===== config.mk =====
export PLATFORM = sky130hd
export DESIGN_NAME = salc_lookup
export DESIGN_NICKNAME = d
export VERILOG_FILES = /design/src/sv/salc_pkg.sv /design/src/sv/salc_lookup.sv
export SDC_FILE = /design/constraint.sdc
export NUM_CORES = 1
export LEC_CHECK = 0
export BUFFER_PORTS_ARGS = -buffer_cell sky130_fd_sc_hd__buf_2
export CAP_MARGIN = 5
export CORE_AREA = 2 2 250 252
export DETAILED_ROUTE_END_ITERATION = 10
export DIE_AREA = 0 0 252 254
export PLACE_DENSITY = 0.42
export SYNTH_ARGS = -nofsm -noshare
export SYNTH_HDL_FRONTEND = slang
export SYNTH_SLANG_ARGS = --single-unit

===== constraint.sdc =====
create_clock -name vclk -period 13.89
set_input_delay 0 -clock vclk [all_inputs]
set_output_delay 0 -clock vclk [all_outputs]
set_load 0.03 [all_outputs]

===== src/sv/salc_pkg.sv =====
// ----------------------------------------------------------------------------
// salc_pkg
// Shared types and constants of the set-associative LRU cache model.
// ----------------------------------------------------------------------------
`timescale 1ns / 1ps

package salc_pkg;

  localparam int DEF_MAX_SET_BITS = 8;
  localparam int DEF_MAX_WAYS     = 8;
  localparam int DEF_ADDR_WIDTH   = 32;

  localparam int CFG_IDX_W  = 2;
  localparam int CFG_DATA_W = 5;
  localparam int CNT_W      = 32;

  localparam logic [CFG_IDX_W-1:0] CFG_SET_BITS   = 2'd0;
  localparam logic [CFG_IDX_W-1:0] CFG_BLOCK_BITS = 2'd1;
  localparam logic [CFG_IDX_W-1:0] CFG_WAYS       = 2'd2;

  localparam logic [1:0] CMD_LOAD   = 2'd0;
  localparam logic [1:0] CMD_STORE  = 2'd1;
  localparam logic [1:0] CMD_MODIFY = 2'd2;

  typedef enum logic {
    ST_IDLE,
    ST_RUN
  } salc_state_t;

  typedef struct packed {
    logic [1:0] hits_now;
    logic       missed;
    logic       evicted;
    logic       write;
  } salc_flags_t;

endpackage


===== src/sv/salc_lookup.sv =====
// ----------------------------------------------------------------------------
// salc_lookup
// Tag match, fill/victim choice and LRU age update for one set row.
// ----------------------------------------------------------------------------
`timescale 1ns / 1ps

module salc_lookup
  import salc_pkg::*;
#(
  parameter int MAX_WAYS   = 8,
  parameter int ADDR_WIDTH = 32,
  parameter int NW_W       = 4
) (
  input  logic [1:0]                           cmd,
  input  logic [ADDR_WIDTH-1:0]                tag,
  input  logic [NW_W-1:0]                      nways,
  input  logic [MAX_WAYS-1:0]                  valid,
  input  logic [MAX_WAYS-1:0][NW_W-1:0]        age,
  input  logic [MAX_WAYS-1:0][ADDR_WIDTH-1:0]  tags,
  output logic [MAX_WAYS-1:0]                  valid_next,
  output logic [MAX_WAYS-1:0][NW_W-1:0]        age_next,
  output logic [MAX_WAYS-1:0][ADDR_WIDTH-1:0]  tags_next,
  output salc_flags_t                          flags
);

  localparam int WAY_W = (MAX_WAYS > 1) ? $clog2(MAX_WAYS) : 1;

  logic [MAX_WAYS-1:0]           in_use;
  logic [MAX_WAYS-1:0]           hit_vec;
  logic [MAX_WAYS-1:0]           inv_vec;
  logic [WAY_W-1:0]              hit_way;
  logic [WAY_W-1:0]              fill_way;
  logic [WAY_W-1:0]              vic_way;
  logic [WAY_W-1:0]              way;
  logic                          hit;
  logic                          fill;
  logic                          is_mod;
  logic                          legal;
  logic [NW_W-1:0]               prev;
  logic [MAX_WAYS-1:0][NW_W-1:0] age1;
  logic [MAX_WAYS-1:0][NW_W-1:0] age2;

  always_comb begin
    for (int i = 0; i < MAX_WAYS; i++) begin
      in_use[i]  = NW_W'(i) < nways;
      hit_vec[i] = in_use[i] && valid[i] && (tags[i] == tag);
      inv_vec[i] = in_use[i] && !valid[i];
    end
    hit  = |hit_vec;
    fill = |inv_vec;
  end

  // lowest matching and lowest invalid way
  always_comb begin
    hit_way  = '0;
    fill_way = '0;
    for (int i = MAX_WAYS - 1; i >= 0; i--) begin
      if (hit_vec[i]) begin
        hit_way = WAY_W'(i);
      end
      if (inv_vec[i]) begin
        fill_way = WAY_W'(i);
      end
    end
  end

  // oldest way, lowest number on ties
  always_comb begin
    vic_way = '0;
    for (int i = 1; i < MAX_WAYS; i++) begin
      if (in_use[i] && (age[i] < age[vic_way])) begin
        vic_way = WAY_W'(i);
      end
    end
  end

  always_comb begin
    way    = hit ? hit_way : (fill ? fill_way : vic_way);
    is_mod = (cmd == CMD_MODIFY);
    legal  = (cmd == CMD_LOAD) || (cmd == CMD_STORE) || is_mod;
  end

  // touch once, then again for the store half of a modify
  always_comb begin
    prev      = age[way];
    age1      = age;
    age1[way] = nways;
    for (int i = 0; i < MAX_WAYS; i++) begin
      if ((WAY_W'(i) != way) && in_use[i] && valid[i] && (age[i] > prev)) begin
        age1[i] = age[i] - NW_W'(1);
      end
    end
    age2 = age1;
    for (int i = 0; i < MAX_WAYS; i++) begin
      if ((WAY_W'(i) != way) && in_use[i] && valid[i] && (age1[i] > nways)) begin
        age2[i] = age1[i] - NW_W'(1);
      end
    end
  end

  always_comb begin
    valid_next      = valid;
    valid_next[way] = 1'b1;
    tags_next       = tags;
    tags_next[way]  = tag;
    age_next        = is_mod ? age2 : age1;
    flags.write     = legal;
    flags.hits_now  = legal ? ({1'b0, hit} + {1'b0, is_mod}) : 2'd0;
    flags.missed    = legal && !hit;
    flags.evicted   = legal && !hit && !fill;
  end

endmodule


==> key figures, run 1 <==
Die
  • Rows: 91
  • Io pins: 635
  • Die Width: 252 microns
  • DIE HEIGHT: 254 microns
  • Core footprint: 61300 sq um
  • Die Area: 64000 sq um
  • Starting Density: 0.203

Yosys
  • Synth unique cells: 84
  • Cell count after synthesis: 1557
  • Mapped Area: 12400 sq um
  • Mean Syn Cell Area: 7.97 sq um
  • Yosys warnings: 0
  • Syn Nets: 1993
  • Post-synthesis sequential area ratio: 0

Worst setup path
  • Worst path top cell family by delay: compound AO/OA/AOI/OAI gates
  • Worst path arrival time: 14.01 ns
  • Type of origin of the critical path: input pin
  • Worst stage delay on the critical path: 0.56 ns
  • WP buf/inv: 10
  • Critical Path Sink Type: output pin
  • Slowest CP cell: or4_4
  • Setup CP Type: input pin to output pin
  • WP data required: 13.89 ns
  • CP Max Fanout: 6

Timing
  • Fmax: 0.0714 GHz
  • Min setup slack post-route: -0.123 ns
  • Max-slew violation count: 0
  • Post-route minimum period: 14.01 ns
  • Unrepaired setup endpoints after global routing: true
  • Hold slack: 0.361 ns
  • Final Hold Viols: 0
  • Setup-failing EPs final: 9
  • Relative slew slack: 0.325
  • Slew @ Worst Pin: 1.00 ns
  • Tcrit/Tclk final: 1.01
  • Setup TNS: -0.585 ns

Pwr
  • Pint: 810 uW
  • Clk network pwr share: 0
  • Comb pwr share: 1.000
  • Net Sw Power: 1040 uW
  • Power, Total: 1850 uW
  • Pwr/cell area: 92.5 nW/um^2
  • Leak pwr: 0.00881 uW
  • Worst VDD drop: 0.0439 mV
  • Sw frac: 0.562
  • Seq pwr share: 0

Min path
  • Hold WC Path Type: input pin to output pin
  • Hold path startpoint: cmd[1]
  • Worst Hold Endpoint: flags[0]
  • Hold depth: 3

Layout
  • Most frequent cells in the layout: buf_2 (598), buf_4 (285), mux2_2 (237)
  • Sequential cell count: 0
  • Register area: 0 sq um
  • Final nets: 2799
  • Layout cells sized above 1: 0.610
  • Clock buffer count: 0
  • Final Util: 0.327
  • Commonest non-fill, non-tap cell in the layout: buf_2
  • Area Overhead vs Synth: 61.2%

Route
  • Average wire per standard cell: 31.7 microns
  • Initial DRC Count: 1242
  • DRT Pass-1 Iters: 7
  • Vias/cell: 5.20
  • DRC: 0
  • Routed via count: 16400
  • Total Routed Length: 100000 microns
  • Antenna Nets Post-Route: 0

Global route
  • Vias in the first global route: 16100
  • First-pass GRT wire length: 132000 microns
  • Total global-route track usage: 0.295
  • Initial antenna violation count: 32
  • Largest net degree at the start of global routing: 38
  • Grt total ovfl: 0

Placement
  • RePlAce Congestion: 1.00
  • I/O Buffers: 635
  • Post-DP HPWL: 85400 microns
  • DP Worst Slack: -0.614 ns

Run status
  • Failing checks: setup timing
  • Status: finished, violations left

Flow run
  • Max Cap Viol: 0
==> routing by layer <==
| layer | part of all wire | wire length [microns] | global-route usage |
|---|---|---|---|
| met1 | 0.40 | 39900 | 0.361 |
| met2 | 0.46 | 46500 | 0.498 |
| met3 | 0.088 | 8810 | 0.0739 |
| met4 | 0.050 | 4970 | 0.110 |
| met5 | 0.0011 | 112 | 0 |
==> how the worst max path moves through the flow <==
stage | start | slack, ns | cells past startpoint | end
4_1_cts | age[3] | -0.09 | 79 | age_next[7]
3_3_place_gp | age[3] | -0.40 | 74 | age_next[28]
2_1_floorplan | age[3] | 0.02 | 76 | age_next[30]
5_1_grt | age[3] | -0.74 | 77 | age_next[1]
6_report | age[5] | -0.12 | 74 | age_next[1]
3_5_place_dp | age[3] | -0.61 | 75 | age_next[7]
==> Yosys cell counts, drive strengths merged (6+ instances only) <==
master / n / area share
mux2: 279 / 0.26
xnor2: 186 / 0.13
xor2: 118 / 0.083
ha: 102 / 0.10
nor2: 84 / 0.027
clkbuf: 82 / 0.025
mux2i: 75 / 0.060
nand2: 75 / 0.023
nand4: 68 / 0.034
inv: 47 / 0.014
a21oi: 41 / 0.017
buf: 41 / 0.022
o21ai: 39 / 0.016
nor4: 35 / 0.018
nand3: 30 / 0.012
nor2b: 23 / 0.012
nor3: 22 / 0.0089
nand2b: 19 / 0.0096
o21a: 16 / 0.0097
a31oi: 13 / 0.0066
and2: 13 / 0.0068
o211ai: 12 / 0.0084
a21o: 11 / 0.0067
or2: 10 / 0.0050
or4: 9 / 0.0054
and3: 8 / 0.0040
a211oi: 7 / 0.0042
o22ai: 6 / 0.0030
==> logic make-up (layout without fill, tap and decap cells) <==
group | after synthesis | in the layout | synth area share
simple gates | 421 | 421 | 0.184
compound gates | 206 | 206 | 0.114
fa+ha+maj | 102 | 102 | 0.103
other cells | 0 | 12 | 0
mux | 354 | 354 | 0.324
xor+xnor | 304 | 304 | 0.215
buf+inv | 170 | 974 | 0.0609
==> layout make-up <==
cell class / instances / area, sq um
Multi-Input combinational cell: 1387 / 13200
Antenna cell: 12 / 30.0
Inverter: 47 / 181
Tap cell: 790 / 988
Fill cell: 6626 / 41300
Timing Repair Buffer: 927 / 5650
==> power groups by stage <==
stage | Clock, uW | Combinational (uW) | Sequential, uW
after floorplan | 0 | 929 | 0
after global placement | 0 | 1550 | 0
after detailed placement | 0 | 1560 | 0
after CTS | 0 | 1720 | 0
after global routing | 0.0000387 | 1950 | 0
final | 0.0000499 | 1850 | 0
==> per-stage QoR <==
step,instances,cell area (sq um)
6_report,3163,20000
5_1_grt,3155,20000
4_1_cts,3127,19100
3_5_place_dp,3074,18000
3_3_place_gp,3074,18000
2_1_floorplan,1557,12700
==> repair_timing <==
action,CTS,global route
endpoints found under the setup margin,32,32
setup buffers,55,24
resized for setup,151,167
gates cloned,0,0
pin swaps,86,86
hold buffers,0,0
No activity file was read; power rests on OpenSTA's default activity.
==> run 2: changes to the inputs <==
--- a/config.mk
+++ b/config.mk
@@ -7,10 +7,12 @@
 export LEC_CHECK = 0
 export BUFFER_PORTS_ARGS = -buffer_cell sky130_fd_sc_hd__buf_2
 export CAP_MARGIN = 5
-export CORE_AREA = 2 2 250 252
+export CELL_PAD_IN_SITES_DETAIL_PLACEMENT = 0
+export CELL_PAD_IN_SITES_GLOBAL_PLACEMENT = 1
+export CORE_AREA = 2 2 246 248
 export DETAILED_ROUTE_END_ITERATION = 10
-export DIE_AREA = 0 0 252 254
-export PLACE_DENSITY = 0.42
+export DIE_AREA = 0 0 248 250
+export PLACE_DENSITY = 0.58
 export SYNTH_ARGS = -nofsm -noshare
 export SYNTH_HDL_FRONTEND = slang
 export SYNTH_SLANG_ARGS = --single-unit
==> key figures, run 2 (synthesized netlist as in run 1, its figures left out) <==
Worst setup path
  • Critical Path Sink Type: output pin
  • Type of origin of the critical path: input pin
  • Setup CP Type: input pin to output pin
  • Crit-path most repeated cell: ha_4
  • WP buf/inv: 8
  • CP Max Fanout: 6
  • Slowest CP cell: or4_4
  • Worst path arrival time: 14.12 ns
  • Worst stage delay on the critical path: 0.56 ns
  • Worst path top cell family by delay: compound AO/OA/AOI/OAI gates
  • WP data required: 13.89 ns

Timing
  • Setup-failing EPs final: 31
  • Final Hold Viols: 0
  • Relative slew slack: 0.326
  • Slew @ Worst Pin: 1.01 ns
  • Min setup slack post-route: -0.228 ns
  • Tcrit/Tclk final: 1.02
  • Post-route minimum period: 14.12 ns
  • Unrepaired setup endpoints after global routing: true
  • Fmax: 0.0708 GHz
  • Max-slew violation count: 0

Layout
  • Most frequent cells in the layout: buf_2 (599), buf_4 (270), mux2_2 (237)
  • Final std cells w/o fill: 3148
  • Register area: 0 sq um
  • Sequential cell count: 0
  • Final nets: 2793
  • Area Overhead vs Synth: 61.4%
  • Layout cells sized above 1: 0.611
  • Clock buffer count: 0
  • Commonest non-fill, non-tap cell in the layout: buf_2
  • Fin area: 20000 sq um

Pwr
  • Sw frac: 0.550
  • Pwr/cell area: 90.8 nW/um^2
  • Worst VDD drop: 0.0518 mV
  • Seq pwr share: 0
  • Net Sw Power: 1000 uW
  • Clk network pwr share: 0
  • Pint: 819 uW
  • Leak pwr: 0.00879 uW
  • Comb pwr share: 1.000

Run status
  • Failing checks: setup timing
  • Status: finished, violations left

Die
  • Die Width: 248 microns
  • Core footprint: 59600 sq um
  • Io pins: 635
  • Starting Density: 0.208
  • Die Area: 62000 sq um
  • Rows: 90
  • DIE HEIGHT: 250 microns

Route
  • Total Routed Length: 92700 microns
  • DRT Pass-1 Iters: 5
  • DRC: 0
  • Vias/cell: 5.17
  • Antenna Nets Post-Route: 0
  • Average wire per standard cell: 29.5 microns
  • Initial DRC Count: 1115
  • Routed via count: 16300

Flow run
  • Max Cap Viol: 0

Min path
  • Hold WC Path Type: input pin to output pin

Clock network
  • CTS hold repair buffers: 0

Global route
  • First-pass GRT wire length: 124000 microns
  • Initial antenna violation count: 29
  • Vias in the first global route: 16100
  • Largest net degree at the start of global routing: 38
  • Grt total ovfl: 0
  • Total global-route track usage: 0.282

Placement
  • Placed insts: 3049
  • DP Worst Slack: -0.758 ns
  • RePlAce Congestion: 0.968
  • Post-DP HPWL: 76000 microns
  • I/O Buffers: 635
  • DP Area: 17800 sq um
==> run 2: cell count changes in the layout (fill, tap and decap cells not counted), moves of 3 or more <==
cell	delta
buf_4	-15
buf_6	+6
mux2i_4	-3
nand3_1	-3
nand3_4	+3
nor2_1	-3
nor2_4	+3
xnor2_2	-4
==> run 2: area by class of cell <==
type	instances	area (sq um)
fill	6309	39500
multi-input combinational	1388	13200
timing repair buffer	920	5630
tap	782	978
inverter	47	179
antenna	11	27.5
==> run 2: metrics by stage <==
| stage | hold slack (ns) | setup TNS (ns) | util | total power, uW |
|---|---|---|---|---|
| 2_1_floorplan | 0.177 | 0 | - | 929 |
| 3_3_place_gp | 0.332 | -5.30 | 0.299 | 1500 |
| 3_5_place_dp | 0.347 | -15.29 | 0.299 | 1500 |
| 4_1_cts | 0.347 | -0.521 | 0.315 | 1650 |
| 5_1_grt | 0.369 | -24.76 | 0.336 | 1920 |
| 6_report | 0.342 | -2.92 | 0.336 | 1820 |
==> run 2: power groups by stage <==
| stage | combinational [uW] | sequential, uW | clock [uW] |
|---|---|---|---|
| final | 1820 | 0 | 0.0000990 |
| after global routing | 1920 | 0 | 0.00000964 |
| after CTS | 1650 | 0 | 0 |
| after detailed placement | 1500 | 0 | 0 |
| after global placement | 1500 | 0 | 0 |
| after floorplan | 929 | 0 | 0 |
==> run 2: final timing paths <==
kind,slack [ns],cells past startpoint,to,start
worst max-delay path,-0.23,74,age_next[6],age[5]
worst min-delay path,0.34,3,flags[2],cmd[1]
==> run 2: repair_timing <==
| item | CTS | global route |
|---|---|---|
| pin swaps | 54 | 86 |
| setup endpoints to repair | 32 | 32 |
| cloned | 2 | 0 |
| setup buffers | 49 | 39 |
| resized for setup | 127 | 210 |
==> run 2: tightest hold or removal path, cell delays in order <==
cell,delay [ns]
buf_2,0.10
a21oi_1,0.07
buf_2,0.18
==> run 2: per-layer routing <==
metal  wire length [microns]  track usage
met1                   37100        0.343
met5                     230            0
met3                    6330       0.0547
met2                   45400        0.496
met4                    3730       0.0818
==> run 3: changes to the inputs <==
==> config.mk (replaced) <==
export PLATFORM = sky130hd
export DESIGN_NAME = salc_lookup
export DESIGN_NICKNAME = d
export VERILOG_FILES = /design/src/sv/salc_pkg.sv /design/src/sv/salc_lookup.sv
export SDC_FILE = /design/constraint.sdc
export NUM_CORES = 1
export LEC_CHECK = 0
export ABC_AREA = 1
export BUFFER_PORTS_ARGS = -buffer_cell sky130_fd_sc_hd__buf_2
export CAP_MARGIN = 5
export CORE_AREA = 2 2 246 248
export DETAILED_ROUTE_END_ITERATION = 10
export DIE_AREA = 0 0 248 250
export PLACE_DENSITY = 0.44
export SYNTH_ARGS = -nofsm -noshare
export SYNTH_HDL_FRONTEND = slang
export SYNTH_SLANG_ARGS = --single-unit
==> key figures, run 3 <==
Run status
  • Status: finished, final reports clean

Pwr
  • Worst VDD drop: 0.0349 mV
  • Pwr/cell area: 78.4 nW/um^2
  • Leak pwr: 0.00878 uW

Timing
  • Fmax: 0.0788 GHz
  • Setup TNS: 0 ns
  • Setup-failing EPs final: 0
  • Post-route minimum period: 12.68 ns
  • Unrepaired setup endpoints after global routing: false
  • Max-slew violation count: 0
  • Tcrit/Tclk final: 0.913
  • Relative slew slack: 0.287
  • Hold slack: 0.330 ns
  • Min setup slack post-route: 1.21 ns
  • Slew @ Worst Pin: 1.07 ns
  • Final Hold Viols: 0

Yosys
  • Post-synthesis sequential area ratio: 0
  • Yosys warnings: 0
  • Mapped Area: 12700 sq um
  • Synth unique cells: 57
  • Largest cells by area after synthesis: nand2_1 (20%), xnor2_1 (13%), o21ai_0 (11%)
  • Mean Syn Cell Area: 5.42 sq um
  • Syn Nets: 2775
  • Largest area contributor in the netlist: nand2_1
  • Share of the synthesized area in the top cell type: 0.197
  • Cell count after synthesis: 2339
  • Most common cell in the synthesized netlist: nand2_1
  • Synth top cells by count: nand2_1 (666), o21ai_0 (268), inv_1 (239), xnor2_1 (187), nand3_1 (128)

Placement
  • DP Worst Slack: 0.965 ns
  • I/O Buffers: 635
  • Post-DP HPWL: 89300 microns
  • Placed insts: 3663
  • RePlAce Congestion: 1.03
  • DP Area: 16500 sq um

Die
  • Rows: 90
  • Die Width: 248 microns
  • Core footprint: 59600 sq um
  • Die Area: 62000 sq um
  • DIE HEIGHT: 250 microns
  • Io pins: 635
  • Starting Density: 0.213

Layout
  • Final nets: 3321
  • Fin area: 16600 sq um
  • Area Overhead vs Synth: 30.8%
  • FILL cells: 7087
  • Clock buffer count: 0
  • Final std cells w/o fill: 3673
  • Layout cells sized above 1: 0.265
  • Register area: 0 sq um
  • Sequential cell count: 0
  • Commonest non-fill, non-tap cell in the layout: nand2_1
  • Most frequent cells in the layout: nand2_1 (664), buf_2 (635), o21ai_0 (268)

Global route
  • Grt total ovfl: 0
  • Total global-route track usage: 0.317
  • Met1 usage: 0.390
  • Initial antenna violation count: 24
  • Met3 Usage GRT: 0.0624
  • First-pass GRT wire length: 139000 microns
  • Met2 Track Usage GR: 0.535
  • Gr busiest metal: met2
  • Vias in the first global route: 17900
  • Largest net degree at the start of global routing: 76

Worst setup path
  • Slowest CP cell: inv_1
  • WP data required: 13.89 ns
  • Worst stage delay on the critical path: 0.43 ns
  • CP Max Fanout: 15
  • Worst path arrival time: 12.68 ns
  • Type of origin of the critical path: input pin
  • Critical Path Sink Type: output pin
  • Crit-path most repeated cell: nand2_1
  • Setup CP Type: input pin to output pin

Route
  • DRC: 0
  • Antenna Nets Post-Route: 0
  • Initial DRC Count: 1978
  • Total Routed Length: 103000 microns
  • Vias/cell: 5.26
  • Routed via count: 19300
  • DRT Pass-1 Iters: 6
  • Average wire per standard cell: 28.1 microns

Flow run
  • Max Cap Viol: 0

Min path
  • Hold depth: 3
  • Hold WC Path Type: input pin to output pin

Clock network
  • CTS hold repair buffers: 0
==> run 3: changes by cell type in the layout (fill, tap and decap cells not counted), sizes merged, moves of 42 or more <==
cell   change
nand3    +105
inv      +200
nor2      +42
mux2i     -75
nand2    +624
xor2      -69
mux2     -279
buf      -261
o21ai    +294
==> run 3: critical path: cells and delay by family <==
| family | cells | cell delay (ns) |
|---|---|---|
| fa+ha+maj | 9 | 2.70 |
| simple gates | 28 | 3.25 |
| buf+inv | 10 | 1.51 |
| compound gates | 26 | 5.17 |
==> run 3: metrics by stage <==
stage | util | power (uW)
6_report | 0.279 | 1300
5_1_grt | 0.278 | 1410
4_1_cts | 0.277 | 1270
3_5_place_dp | 0.277 | 1270
3_3_place_gp | 0.277 | 1270
2_1_floorplan | - | 824
==> run 3: where the power goes <==
part           internal (uW)  switching (uW)  total, uW
logic                    374             927       1300
clock network      0.0000166               0  0.0000166
registers                  0               0          0
==> run 3: logic make-up (layout without fill, tap and decap cells) <==
group,count (synthesis),after routing,share of synthesized area
compound gates,443,443,0.189
xor+xnor,236,236,0.163
fa+ha+maj,102,102,0.101
buf+inv,364,908,0.115
other cells,0,8,0
simple gates,1194,1194,0.433
==> run 3: worst paths after layout <==
| kind | to | from | slack, ns |
|---|---|---|---|
| hold / removal | flags[0] | cmd[1] | 0.33 |
| setup / recovery | age_next[3] | age[3] | 1.21 |
==> run 3: cell type report <==
cell class,instances,area (sq um),area share
multi-input combinational,1975,11300,0.681
tap,782,978,0.0590
antenna,8,20.0,0.00121
inverter,249,940,0.0566
timing repair buffer,659,3360,0.202
==> run 3: layer usage <==
metal,wire length (microns),share of wire
met4,5520,0.053
met5,94,0.00091
met1,39900,0.39
met2,48300,0.47
met3,9530,0.092
==> run 3: timing repair <==
item	4_1_cts	5_1_grt
setup buffers	0	2
gates resized for setup	0	11
endpoints found under the setup margin	0	32
